[config.mk]
export PLATFORM = sky130hd
export DESIGN_NAME = ir_range_average_linearize
export DESIGN_NICKNAME = d
export VERILOG_FILES = /design/src/hdl/irral_pkg.sv /design/src/hdl/irral_front.sv /design/src/hdl/irral_queue.sv /design/src/hdl/irral_back.sv /design/src/hdl/ir_range_average_linearize.sv
export SDC_FILE = /design/constraint.sdc
export NUM_CORES = 1
export LEC_CHECK = 0
export ABC_AREA = 1
export BUFFER_PORTS_ARGS = -buffer_cell sky130_fd_sc_hd__buf_2
export CORE_MARGIN = 1.5
export CORE_UTILIZATION = 48
export CTS_BUF_LIST = sky130_fd_sc_hd__clkbuf_4 sky130_fd_sc_hd__clkbuf_8
export CTS_CLUSTER_SIZE = 25
export DETAILED_ROUTE_END_ITERATION = 6
export GPL_TIMING_DRIVEN = 0
export PLACE_DENSITY = 0.64
export RECOVER_POWER = 25
export REMOVE_ABC_BUFFERS = 1
export SETUP_SLACK_MARGIN = 0.2
export SLEW_MARGIN = 20
export SYNTH_ARGS = -nofsm -noshare
export SYNTH_HDL_FRONTEND = slang
export SYNTH_SLANG_ARGS = --single-unit
[constraint.sdc]
create_clock -name aclk -period 8.4 [get_ports aclk]
set_clock_uncertainty 0.1 [all_clocks]
set_input_delay 1.68 -clock aclk [delete_from_list [all_inputs] [get_ports aclk]]
set_output_delay 1.68 -clock aclk [all_outputs]
set_load 0.01 [all_outputs]
[src/hdl/irral_pkg.sv]
// Shared types and constants for the IR range averaging and linearization block.
// Used by every module under hdl; no dependencies of its own.
`default_nettype none

package irral_pkg;

    localparam int DEF_CHANNELS = 3;
    localparam int DEF_SAMPLES  = 4;

    localparam int SAMPLE_W   = 12;
    localparam int DIST_W     = 16;
    localparam int NUMER_W    = 16;
    localparam int OFFSET_W   = 8;
    localparam int AVG_W      = 9;
    localparam int DEN_W      = 10;
    localparam int CH_OUT_W   = 2;
    localparam int CH_IDX_W   = 3;
    localparam int CFG_IDX_W  = 2;
    localparam int CFG_DATA_W = 16;
    localparam int DIV_CNT_W  = 4;

    localparam int QUEUE_DEPTH = 4;

    localparam logic [CFG_IDX_W-1:0] CFG_DISTANCE_CAP    = 2'd0;
    localparam logic [CFG_IDX_W-1:0] CFG_SCALE_NUMERATOR = 2'd1;
    localparam logic [CFG_IDX_W-1:0] CFG_SCALE_OFFSET    = 2'd2;

    localparam logic [DIST_W-1:0]   RST_DISTANCE_CAP    = 16'd65535;
    localparam logic [NUMER_W-1:0]  RST_SCALE_NUMERATOR = 16'd2914;
    localparam logic [OFFSET_W-1:0] RST_SCALE_OFFSET    = 8'd5;

    typedef struct packed {
        logic [AVG_W-1:0]    avg;
        logic [CH_IDX_W-1:0] ch;
        logic                last;
    } irral_job_t;

    typedef struct packed {
        logic full;
        logic empty;
    } irral_qstat_t;

    typedef enum logic {
        FR_ACCEPT,
        FR_DRAIN
    } irral_fr_state_t;

    typedef enum logic [1:0] {
        BK_IDLE,
        BK_DIV,
        BK_UPD,
        BK_OUT
    } irral_bk_state_t;

endpackage

`default_nettype wire

[src/hdl/irral_front.sv]
// Front end: accepts samples, sums them per channel and hands averages to the queue.
// Depends on irral_pkg.
`default_nettype none

module irral_front #(
    parameter int CHANNELS = irral_pkg::DEF_CHANNELS,
    parameter int SAMPLES  = irral_pkg::DEF_SAMPLES
) (
    input  wire logic                          aclk,
    input  wire logic                          aresetn,
    input  wire logic                          s_valid,
    output logic                               s_ready,
    input  wire logic [irral_pkg::SAMPLE_W-1:0] s_sample,
    input  wire irral_pkg::irral_qstat_t       q_stat,
    output logic                               push,
    output irral_pkg::irral_job_t              push_job
);
    import irral_pkg::*;

    localparam int BUF_LEN   = CHANNELS * SAMPLES;
    localparam int POS_W     = (BUF_LEN > 1) ? $clog2(BUF_LEN) : 1;
    localparam int CH_W      = (CHANNELS > 1) ? $clog2(CHANNELS) : 1;
    localparam int SUM_W     = SAMPLE_W + $clog2(SAMPLES);
    localparam int AVG_SHIFT = $clog2(SAMPLES) + 3;

    irral_fr_state_t state_reg, state_next;

    logic [POS_W-1:0] pos_reg;
    logic [CH_W-1:0]  ch_reg;
    logic [CH_W-1:0]  drain_reg;
    logic [SUM_W-1:0] sum_reg [CHANNELS];

    logic             accept;
    logic             buf_last;
    logic             drain_last;
    logic [SUM_W-1:0] avg_full;

    assign accept     = s_valid && s_ready;
    assign buf_last   = (pos_reg == POS_W'(BUF_LEN - 1));
    assign drain_last = (drain_reg == CH_W'(CHANNELS - 1));
    assign avg_full   = sum_reg[drain_reg] >> AVG_SHIFT;

    always_comb begin
        state_next = state_reg;
        unique case (state_reg)
            FR_ACCEPT: begin
                if (accept && buf_last) begin
                    state_next = FR_DRAIN;
                end
            end
            FR_DRAIN: begin
                if (!q_stat.full && drain_last) begin
                    state_next = FR_ACCEPT;
                end
            end
            default: state_next = FR_ACCEPT;
        endcase
    end

    always_comb begin
        s_ready = 1'b0;
        push    = 1'b0;
        unique case (state_reg)
            FR_ACCEPT: s_ready = 1'b1;
            FR_DRAIN:  push    = !q_stat.full;
            default: begin
                s_ready = 1'b0;
                push    = 1'b0;
            end
        endcase
    end

    assign push_job.avg  = avg_full[AVG_W-1:0];
    assign push_job.ch   = CH_IDX_W'(drain_reg);
    assign push_job.last = drain_last;

    always_ff @(posedge aclk) begin
        if (!aresetn) begin
            state_reg <= FR_ACCEPT;
            pos_reg   <= '0;
            ch_reg    <= '0;
            drain_reg <= '0;
            for (int i = 0; i < CHANNELS; i++) begin
                sum_reg[i] <= '0;
            end
        end else begin
            state_reg <= state_next;
            if (accept) begin
                sum_reg[ch_reg] <= sum_reg[ch_reg] + SUM_W'(s_sample);
                if (buf_last) begin
                    pos_reg   <= '0;
                    ch_reg    <= '0;
                    drain_reg <= '0;
                end else begin
                    pos_reg <= pos_reg + 1'b1;
                    if (ch_reg == CH_W'(CHANNELS - 1)) begin
                        ch_reg <= '0;
                    end else begin
                        ch_reg <= ch_reg + 1'b1;
                    end
                end
            end
            if (push) begin
                sum_reg[drain_reg] <= '0;
                drain_reg          <= drain_last ? '0 : drain_reg + 1'b1;
            end
        end
    end

endmodule

`default_nettype wire

[src/hdl/irral_queue.sv]
// Small job queue between front end and back end.
// Depends on irral_pkg.
`default_nettype none

module irral_queue (
    input  wire logic                  aclk,
    input  wire logic                  aresetn,
    input  wire logic                  push,
    input  wire irral_pkg::irral_job_t push_job,
    input  wire logic                  pop,
    output irral_pkg::irral_job_t      head_job,
    output irral_pkg::irral_qstat_t    q_stat
);
    import irral_pkg::*;

    localparam int PTR_W = $clog2(QUEUE_DEPTH);
    localparam int CNT_W = $clog2(QUEUE_DEPTH + 1);

    irral_job_t       entry_reg [QUEUE_DEPTH];
    logic [PTR_W-1:0] wr_ptr_reg;
    logic [PTR_W-1:0] rd_ptr_reg;
    logic [CNT_W-1:0] count_reg;

    logic do_push;
    logic do_pop;

    assign q_stat.full  = (count_reg == CNT_W'(QUEUE_DEPTH));
    assign q_stat.empty = (count_reg == '0);
    assign do_push      = push && !q_stat.full;
    assign do_pop       = pop && !q_stat.empty;
    assign head_job     = entry_reg[rd_ptr_reg];

    always_ff @(posedge aclk) begin
        if (do_push) begin
            entry_reg[wr_ptr_reg] <= push_job;
        end
    end

    always_ff @(posedge aclk) begin
        if (!aresetn) begin
            wr_ptr_reg <= '0;
            rd_ptr_reg <= '0;
            count_reg  <= '0;
        end else begin
            if (do_push) begin
                wr_ptr_reg <= (wr_ptr_reg == PTR_W'(QUEUE_DEPTH - 1)) ? '0 : wr_ptr_reg + 1'b1;
            end
            if (do_pop) begin
                rd_ptr_reg <= (rd_ptr_reg == PTR_W'(QUEUE_DEPTH - 1)) ? '0 : rd_ptr_reg + 1'b1;
            end
            if (do_push && !do_pop) begin
                count_reg <= count_reg + 1'b1;
            end else if (do_pop && !do_push) begin
                count_reg <= count_reg - 1'b1;
            end
        end
    end

endmodule

`default_nettype wire

[src/hdl/irral_back.sv]
// Back end: divides, smooths and caps one channel per job, then drives the result register.
// Depends on irral_pkg.
`default_nettype none

module irral_back #(
    parameter int CHANNELS = irral_pkg::DEF_CHANNELS
) (
    input  wire logic                           aclk,
    input  wire logic                           aresetn,
    input  wire irral_pkg::irral_job_t          head_job,
    input  wire irral_pkg::irral_qstat_t        q_stat,
    output logic                                pop,
    input  wire logic [irral_pkg::DIST_W-1:0]   distance_cap,
    input  wire logic [irral_pkg::NUMER_W-1:0]  scale_numerator,
    input  wire logic [irral_pkg::OFFSET_W-1:0] scale_offset,
    output logic                                m_valid,
    input  wire logic                           m_ready,
    output logic [irral_pkg::CH_OUT_W-1:0]      m_channel,
    output logic [irral_pkg::DIST_W-1:0]        m_distance,
    output logic                                m_final_of_round
);
    import irral_pkg::*;

    localparam int CH_W = (CHANNELS > 1) ? $clog2(CHANNELS) : 1;

    irral_bk_state_t state_reg, state_next;

    logic [DIST_W-1:0]    smooth_reg [CHANNELS];
    logic [CH_IDX_W-1:0]  ch_reg;
    logic                 last_reg;
    logic [NUMER_W-1:0]   quo_reg;
    logic [DEN_W-1:0]     rem_reg;
    logic [DEN_W-1:0]     den_reg;
    logic [DIV_CNT_W-1:0] cnt_reg;
    logic [DIST_W-1:0]    dist_reg;
    logic                 m_valid_reg;
    logic [CH_OUT_W-1:0]  m_channel_reg;
    logic [DIST_W-1:0]    m_distance_reg;
    logic                 m_final_reg;

    logic [DEN_W-1:0]  den_next;
    logic [DEN_W:0]    shifted;
    logic              fits;
    logic [DEN_W:0]    diff;
    logic              div_done;
    logic [DIST_W:0]   total;
    logic [DIST_W:0]   total_m1;
    logic [DIST_W-1:0] dist_next;
    logic              slot_free;
    logic              load_out;

    assign den_next  = {1'b0, head_job.avg} + DEN_W'(scale_offset);
    assign shifted   = {rem_reg, quo_reg[NUMER_W-1]};
    assign fits      = (shifted >= {1'b0, den_reg});
    assign diff      = shifted - {1'b0, den_reg};
    assign div_done  = (cnt_reg == DIV_CNT_W'(NUMER_W - 1));
    assign total     = {1'b0, smooth_reg[ch_reg[CH_W-1:0]]} + {1'b0, quo_reg};
    assign total_m1  = total - 1'b1;
    assign dist_next = (total == '0) ? '0 : total_m1[DIST_W:1];
    assign slot_free = !m_valid_reg || m_ready;

    always_comb begin
        state_next = state_reg;
        unique case (state_reg)
            BK_IDLE: begin
                if (!q_stat.empty) begin
                    state_next = (den_next == '0) ? BK_UPD : BK_DIV;
                end
            end
            BK_DIV: begin
                if (div_done) begin
                    state_next = BK_UPD;
                end
            end
            BK_UPD: state_next = BK_OUT;
            BK_OUT: begin
                if (slot_free) begin
                    state_next = BK_IDLE;
                end
            end
            default: state_next = BK_IDLE;
        endcase
    end

    always_comb begin
        pop      = 1'b0;
        load_out = 1'b0;
        unique case (state_reg)
            BK_IDLE: pop      = !q_stat.empty;
            BK_OUT:  load_out = slot_free;
            default: begin
                pop      = 1'b0;
                load_out = 1'b0;
            end
        endcase
    end

    always_ff @(posedge aclk) begin
        unique case (state_reg)
            BK_IDLE: begin
                ch_reg   <= head_job.ch;
                last_reg <= head_job.last;
                den_reg  <= den_next;
                rem_reg  <= '0;
                cnt_reg  <= '0;
                quo_reg  <= (den_next == '0) ? '1 : scale_numerator;
            end
            BK_DIV: begin
                quo_reg <= {quo_reg[NUMER_W-2:0], fits};
                rem_reg <= fits ? diff[DEN_W-1:0] : shifted[DEN_W-1:0];
                cnt_reg <= cnt_reg + 1'b1;
            end
            BK_UPD: dist_reg <= dist_next;
            default: begin
                dist_reg <= dist_reg;
            end
        endcase
        if (load_out) begin
            m_channel_reg  <= ch_reg[CH_OUT_W-1:0];
            m_distance_reg <= (dist_reg < distance_cap) ? dist_reg : distance_cap;
            m_final_reg    <= last_reg;
        end
    end

    always_ff @(posedge aclk) begin
        if (!aresetn) begin
            state_reg   <= BK_IDLE;
            m_valid_reg <= 1'b0;
            for (int i = 0; i < CHANNELS; i++) begin
                smooth_reg[i] <= '0;
            end
        end else begin
            state_reg <= state_next;
            if (load_out) begin
                smooth_reg[ch_reg[CH_W-1:0]] <= dist_reg;
                m_valid_reg                  <= 1'b1;
            end else if (m_ready) begin
                m_valid_reg <= 1'b0;
            end
        end
    end

    assign m_valid          = m_valid_reg;
    assign m_channel        = m_channel_reg;
    assign m_distance       = m_distance_reg;
    assign m_final_of_round = m_final_reg;

endmodule

`default_nettype wire

[src/hdl/ir_range_average_linearize.sv]
// Top level of the IR range averaging and linearization block: config registers,
// front end, job queue and back end. Depends on irral_pkg, irral_front, irral_queue, irral_back.
//
//   channel  | handshake          | payload
//   ---------+--------------------+-----------------------------------------
//   samples  | s_valid / s_ready  | s_sample
//   results  | m_valid / m_ready  | m_channel, m_distance, m_final_of_round
//   config   | cfg_valid/cfg_ready| cfg_index, cfg_data
//
// Samples are taken one per cycle while s_ready is high; after the last sample of a
// buffer the front end pushes one average per channel with s_ready low, waiting while
// the queue is full. In the back end each channel passes through a load, the bit-serial
// divider, an update and the load of the output register, which waits while a result
// is held and m_ready is low. A zero divisor skips the divider.
// Reset is synchronous, active low, and clears the sums and smoothed distances at once.
`default_nettype none

module ir_range_average_linearize #(
    parameter int CHANNELS = irral_pkg::DEF_CHANNELS,
    parameter int SAMPLES  = irral_pkg::DEF_SAMPLES
) (
    input  wire logic                            aclk,
    input  wire logic                            aresetn,
    input  wire logic                            s_valid,
    output logic                                 s_ready,
    input  wire logic [irral_pkg::SAMPLE_W-1:0]   s_sample,
    output logic                                 m_valid,
    input  wire logic                            m_ready,
    output logic [irral_pkg::CH_OUT_W-1:0]       m_channel,
    output logic [irral_pkg::DIST_W-1:0]         m_distance,
    output logic                                 m_final_of_round,
    input  wire logic                            cfg_valid,
    output logic                                 cfg_ready,
    input  wire logic [irral_pkg::CFG_IDX_W-1:0]  cfg_index,
    input  wire logic [irral_pkg::CFG_DATA_W-1:0] cfg_data
);
    import irral_pkg::*;

    logic [DIST_W-1:0]   distance_cap_reg;
    logic [NUMER_W-1:0]  scale_numerator_reg;
    logic [OFFSET_W-1:0] scale_offset_reg;

    irral_qstat_t q_stat;
    irral_job_t   push_job;
    irral_job_t   head_job;
    logic         push;
    logic         pop;

    assign cfg_ready = 1'b1;

    always_ff @(posedge aclk) begin
        if (!aresetn) begin
            distance_cap_reg    <= RST_DISTANCE_CAP;
            scale_numerator_reg <= RST_SCALE_NUMERATOR;
            scale_offset_reg    <= RST_SCALE_OFFSET;
        end else if (cfg_valid && cfg_ready) begin
            unique case (cfg_index)
                CFG_DISTANCE_CAP:    distance_cap_reg    <= cfg_data;
                CFG_SCALE_NUMERATOR: scale_numerator_reg <= cfg_data;
                CFG_SCALE_OFFSET:    scale_offset_reg    <= cfg_data[OFFSET_W-1:0];
                default: begin
                    distance_cap_reg <= distance_cap_reg;
                end
            endcase
        end
    end

    irral_front #(
        .CHANNELS (CHANNELS),
        .SAMPLES  (SAMPLES)
    ) u_front (
        .aclk     (aclk),
        .aresetn  (aresetn),
        .s_valid  (s_valid),
        .s_ready  (s_ready),
        .s_sample (s_sample),
        .q_stat   (q_stat),
        .push     (push),
        .push_job (push_job)
    );

    irral_queue u_queue (
        .aclk     (aclk),
        .aresetn  (aresetn),
        .push     (push),
        .push_job (push_job),
        .pop      (pop),
        .head_job (head_job),
        .q_stat   (q_stat)
    );

    irral_back #(
        .CHANNELS (CHANNELS)
    ) u_back (
        .aclk             (aclk),
        .aresetn          (aresetn),
        .head_job         (head_job),
        .q_stat           (q_stat),
        .pop              (pop),
        .distance_cap     (distance_cap_reg),
        .scale_numerator  (scale_numerator_reg),
        .scale_offset     (scale_offset_reg),
        .m_valid          (m_valid),
        .m_ready          (m_ready),
        .m_channel        (m_channel),
        .m_distance       (m_distance),
        .m_final_of_round (m_final_of_round)
    );

endmodule

`default_nettype wire
==> impl_metrics.csv, run 1 <==
group,metric,value,unit
power,cellInternalPower,3750,uW
setup_path,slowest_stage,"nand2_1",
setup_path,crit_cells,7,
grt,overflow,0,
cts,path_clk_slew,0.06,ns
worst_hold_path,min_path_cells,0,
setup_path,end_kind,"flip-flop",
power,seq_power_share,34.3,%
sta,slew_headroom,23.4,%
layout,syn2layout_area_growth,11.1,%
synth,synth_area,16000,sq um
floorplan,fp.dieH,186,um
placed_design,hpwl,27200,um
sta,finalHoldViolCount,0,
sta,timing.fmax,187,MHz
synth,synth_edf_count,246,
setup_path,crit_chain,"buf_2 > inv_2 > nor2_2 > inv_1 > o21ai_1 > nand3_1 > nand2_1",
floorplan,die_w,186,um
cts,cts_hold_buf,0,
synth,synth_largest_area_cell,"edfxtp_1",
layout,layout.nets,1981,
synth,synth_seq_cells,313,
grt,gr-usage-all-layers,23.8,%
routing,drt-vias-per-instance,5.38,
synth,yosys-top-cells-count,"nor2_1, nand2_1, edfxtp_1",
synth,netlist_top_cells_area,"edfxtp_1, dfxtp_1, nor2_1",
placed_design,pre_cts_slack,2.43,ns
sta,drv_slew,0,
synth,yosysSeqAreaShare,54.4,%
synth,synth_cell_types,48,
setup_path,cp_max_fo,51,
cts,cts-resized-gates,0,
layout,fill_cells,2991,
routing,wl_per_cell,17.2,um
setup_path,crit_required,8.52,ns
setup_path,cp_num_buf_inv,3,
layout,n_antenna_cell,0,
routing,postRouteAntennaNets,0,
setup_path,cp_top_family,"simple AND/OR/NAND/NOR gates",
cts,cts_buffer_depth,3,
synth,synth_top_area_share,46.1,%
setup_path,reg2reg_depth,15,
grt,antenna_found_initial,0,
grt,met3_usage,4.21,%
power,netSwitchingPower,2800,uW
power,ir_worst_vdd,0.167,mV
placed_design,finalWeightedCongestion,0.890,
synth,syn_inst,1804,
synth,ys_async_sr_fraction,0,%
setup_path,cpPeakStageDelay,0.94,ns
power,power_frac_comb,44.0,%
power,p_leak,0.00776,uW
synth,avgSynthCellArea,8.89,sq um
synth,yosysWarnings,0,
power,power_density,368,nW/um^2
layout,drive_gt1_share,10.2,%
routing,drt-initial-drc-count,1088,
synth,synthFlopType,"edfxtp_1",
cts,clk_latency,0.61,ns
floorplan,start_util,49.1,%
grt,grt_first_pass_wirelength,62600,um
sta,fin_crit_sh,63.8,%
cts,cts_num_sinks,313,
grt,grtUsageMet2,36.1,%
run_status,status,"complete, no violations",
sta,finalCriticalPeriod,5.36,ns
grt,grtUsageMet1,34.8,%
cts,cts_buffers,53,
routing,num_vias,12700,
cts,cts_setup_buffers,0,
layout,largest_reg_flops,64,
grt,grt_pass1_vias,11600,
synth,synth_most_common_cell,"nor2_1",
sta,finalSetupViolCount,0,
sta,setup-tns-final,0,ns
setup_path,arrival,5.47,ns
routing,drc,0,
routing,drt-total-wl,40500,um
layout,multi_input_area,6260,sq um
layout,register_area,8730,sq um
floorplan,coreArea,32700,sq um
power,clock_power_share,21.7,%
floorplan,num_rows,66,
setup_path,path_class,"in2reg",
routing,first_pass_iters,7,
cts,tritoncts,"yes",
sta,tightest_slew,1.14,ns
grt,top_usage_layer,"met2",
run,max-cap-violations,0,
cts,cts_root_buf,"clkbuf_8",
placed_design,port_buffers,55,
cts,h-tree-depth,2,
grt,grt_max_degree,52,
power,swShare,42.8,%
floorplan,io_pins,57,
sta,rsz0062_at_grt,"no",
sta,timing.final.ws_setup,3.04,ns
setup_path,cp-start-kind,"primary input",
floorplan,die-area,34500,sq um
worst_hold_path,min_path_type,"reg2reg",
[cell families (layout without fill, tap and decap cells)]
logic type	after synthesis	in the layout	synth area share, %
other	1	1	0.0234
AO/OA/AOI/OAI	336	336	11.4
buffers and inverters	281	387	6.68
flip-flops	313	313	54.4
XOR/XNOR	20	20	1.09
adder cells (fa/ha/maj)	80	80	6.47
AND/OR/NAND/NOR	773	773	19.9
[final timing paths]
| check | startpoint | endpoint | slack [ns] |
|---|---|---|---|
| max | aresetn | u_front.sum_reg[0][3] | 3.04 |
| min reg2reg | u_back.dist_reg[0] | u_back.smooth_reg[3][0] | 0.35 |
| max reg2reg | flip-flop | u_back.dist_reg[3] | 3.48 |
| min | u_back.dist_reg[0] | u_back.smooth_reg[3][0] | 0.35 |
[cell type report]
class | count | share of cell area [%]
Clock buffer | 82 | 5.59
Clock inverter | 17 | 0.618
Tap cell | 442 | 3.10
Timing Repair Buffer | 62 | 1.82
Sequential cell | 313 | 49.0
Multi-Input combinational cell | 1210 | 35.1
Inverter | 226 | 4.76
[metal layers]
layer	up-vias	routed length (um)
li1	6192	-
met1	5939	19000
met2	468	17400
met3	55	3240
met4	0	813
met5	-	0
[per-stage QoR]
stage	total power [uW]	instance area, sq um	util (%)	hold WS [ns]	cells
detailed placement	5090	16700	51.1	0.336	2253
floorplan	4340	15800	-	0.300	1749
CTS	6530	17800	54.5	0.348	2352
global route	7060	17800	54.5	0.356	2352
global placement	5040	16600	50.9	0.335	2246
finish	6550	17800	54.5	0.349	2352
[layout by cell type (no fill, tap or decap), types with 3 or more instances in the layout]
master and instances:
nand3_1 71, xnor2_1 5, nand2_2 14, inv_2 5
nor2_4 3, o22ai_1 47, nor2_2 7, buf_4 3
fa_1 5, nand4_1 11, nand2_1 309, clkbuf_4 21
o211ai_1 18, ha_1 75, o21ai_0 167, nor3_2 3
dfxtp_1 66, inv_1 216, edfxtp_1 246, or2_2 4
clkinv_1 13, buf_2 58, xor2_1 15, a21oi_1 84
clkinv_2 6, nor2_1 326, nand3b_1 6, o21ai_1 3
nor3_1 11, clkbuf_8 61
[power by group through the flow]
stage / Sequential (uW) / Clock [uW] / Combinational (uW)
global placement: 2270 / 0 / 2770
finish: 2250 / 1420 / 2880
floorplan: 2180 / 0 / 2160
CTS: 2240 / 1440 / 2850
global route: 2270 / 1520 / 3270
detailed placement: 2270 / 0 / 2820
(Power assumes the default switching activity.)
==> run 2, diff against run 1 <==
- clock period: 8.4 -> 5.4 ns (I/O delays scaled with it)
==> run 2 against run 1 <==
Against the previous run: first-iteration DRC count decreased by 0.64%; combinational power increased by 56%; hold slack improved by 0.0029 ns; critical endpoint unchanged.
==> impl_metrics.csv, run 2 (same netlist as run 1, synthesis figures left out) <==
group,metric,value,unit
grt,grt_max_degree,52,
sta,drv_slew,0,
sta,finalSetupViolCount,0,
floorplan,die_w,186,um
grt,grtUsageMet1,34.8,%
grt,met3_usage,4.21,%
setup_path,arrival,4.84,ns
setup_path,crit_required,5.51,ns
grt,grt_pass1_vias,11600,
sta,timing.fmax,212,MHz
layout,finalNonFillerCells,2352,
cts,cts_root_buf,"clkbuf_8",
routing,wl_per_cell,17.2,um
floorplan,num_rows,66,
grt,grtUsageMet2,36.1,%
routing,first_pass_iters,5,
layout,fill_cells,2993,
worst_hold_path,hold_start,"u_back.dist_reg[0]",
placed_design,place_inst,2253,
floorplan,start_util,49.1,%
sta,finalHoldViolCount,0,
cts,h-tree-depth,2,
layout,largest_reg_flops,64,
floorplan,die-area,34500,sq um
power,ir_worst_vdd,0.260,mV
sta,finalCriticalPeriod,4.72,ns
setup_path,cp-start-kind,"primary input",
layout,syn2layout_area_growth,11.1,%
sta,slew_headroom,22.4,%
sta,tightest_slew,1.16,ns
cts,cts_buffer_depth,3,
routing,drc,0,
setup_path,startpoint,"aresetn",
cts,cts_num_sinks,313,
cts,tritoncts,"yes",
power,power_density,572,nW/um^2
run_status,status,"complete, no violations",
cts,cts-resized-gates,0,
setup_path,path_class,"in2reg",
routing,drt-total-wl,40500,um
sta,fin_crit_sh,87.4,%
routing,drt-initial-drc-count,1081,
floorplan,fp.dieH,186,um
power,p_leak,0.00776,uW
grt,grt_first_pass_wirelength,62600,um
layout,layout.nets,1981,
layout,drive_gt1_share,10.2,%
cts,cts_hold_buf,0,
routing,num_vias,12700,
cts,cts_buffers,53,
floorplan,coreArea,32700,sq um
grt,antenna_found_initial,0,
layout,final_cell_mix,"nor2_1, nand2_1, edfxtp_1",
setup_path,end_kind,"flip-flop",
sta,hold_ws,0.352,ns
cts,cts_setup_buffers,0,
placed_design,hpwl,27200,um
grt,gr-usage-all-layers,23.8,%
layout,fin_util,54.5,%
floorplan,io_pins,57,
sta,setup-tns-final,0,ns
setup_path,cp_max_fo,51,
cts,path_clk_slew,0.06,ns
sta,rsz0062_at_grt,"no",
run,max-cap-violations,0,
routing,drt-vias-per-instance,5.39,
power,power.total,10200,uW
cts,clk_latency,0.60,ns
layout,final_common_cell,"nor2_1",
grt,overflow,0,
grt,top_usage_layer,"met2",
layout,n_antenna_cell,0,
placed_design,finalWeightedCongestion,0.890,
worst_hold_path,min_path_type,"reg2reg",
placed_design,port_buffers,55,
routing,postRouteAntennaNets,0,
-- run 2: worst paths after layout --
path	to	slack, ns	depth (start not counted)
max	u_front.sum_reg[0][3]	0.68	7
min	u_back.smooth_reg[3][0]	0.35	0
max reg2reg	u_back.dist_reg[3]	0.85	15
min reg2reg	u_back.smooth_reg[3][0]	0.35	0
-- run 2: final cells by class --
| type | count | area, sq um | share of cell area [%] |
|---|---|---|---|
| sequential | 313 | 8730 | 49.0 |
| multi-input combinational | 1210 | 6260 | 35.1 |
| clock buffer | 82 | 997 | 5.59 |
| inverter | 226 | 852 | 4.78 |
| tap | 442 | 553 | 3.10 |
| timing repair buffer | 62 | 319 | 1.79 |
| clock inverter | 17 | 110 | 0.618 |
-- run 2: power breakdown --
part           switching, uW  internal (uW)  leakage, uW
registers                317           3180      0.00294
logic                   3060           1430      0.00422
clock network            989           1230     0.000596
-- run 2: through the flow --
stage / area [sq um] / setup slack, ns
finish: 17800 / 0.679
global route: 17800 / 0.390
CTS: 17800 / 0.671
detailed placement: 16700 / 0.0295
global placement: 16600 / -0.812
floorplan: 15800 / 1.94
-- run 2: critical path, stage by stage --
cell	delay, ns
buf_2	0.75
inv_2	0.37
nor2_2	0.40
inv_1	0.36
o21ai_1	0.26
nand3_1	0.63
nand2_1	0.93
-- run 2: layer usage --
layer | share of wire [%] | vias up
met1 | 47 | 5945
met3 | 8.0 | 54
met2 | 43 | 488
met4 | 2.0 | 0
met5 | 0 | -
li1 | - | 6191
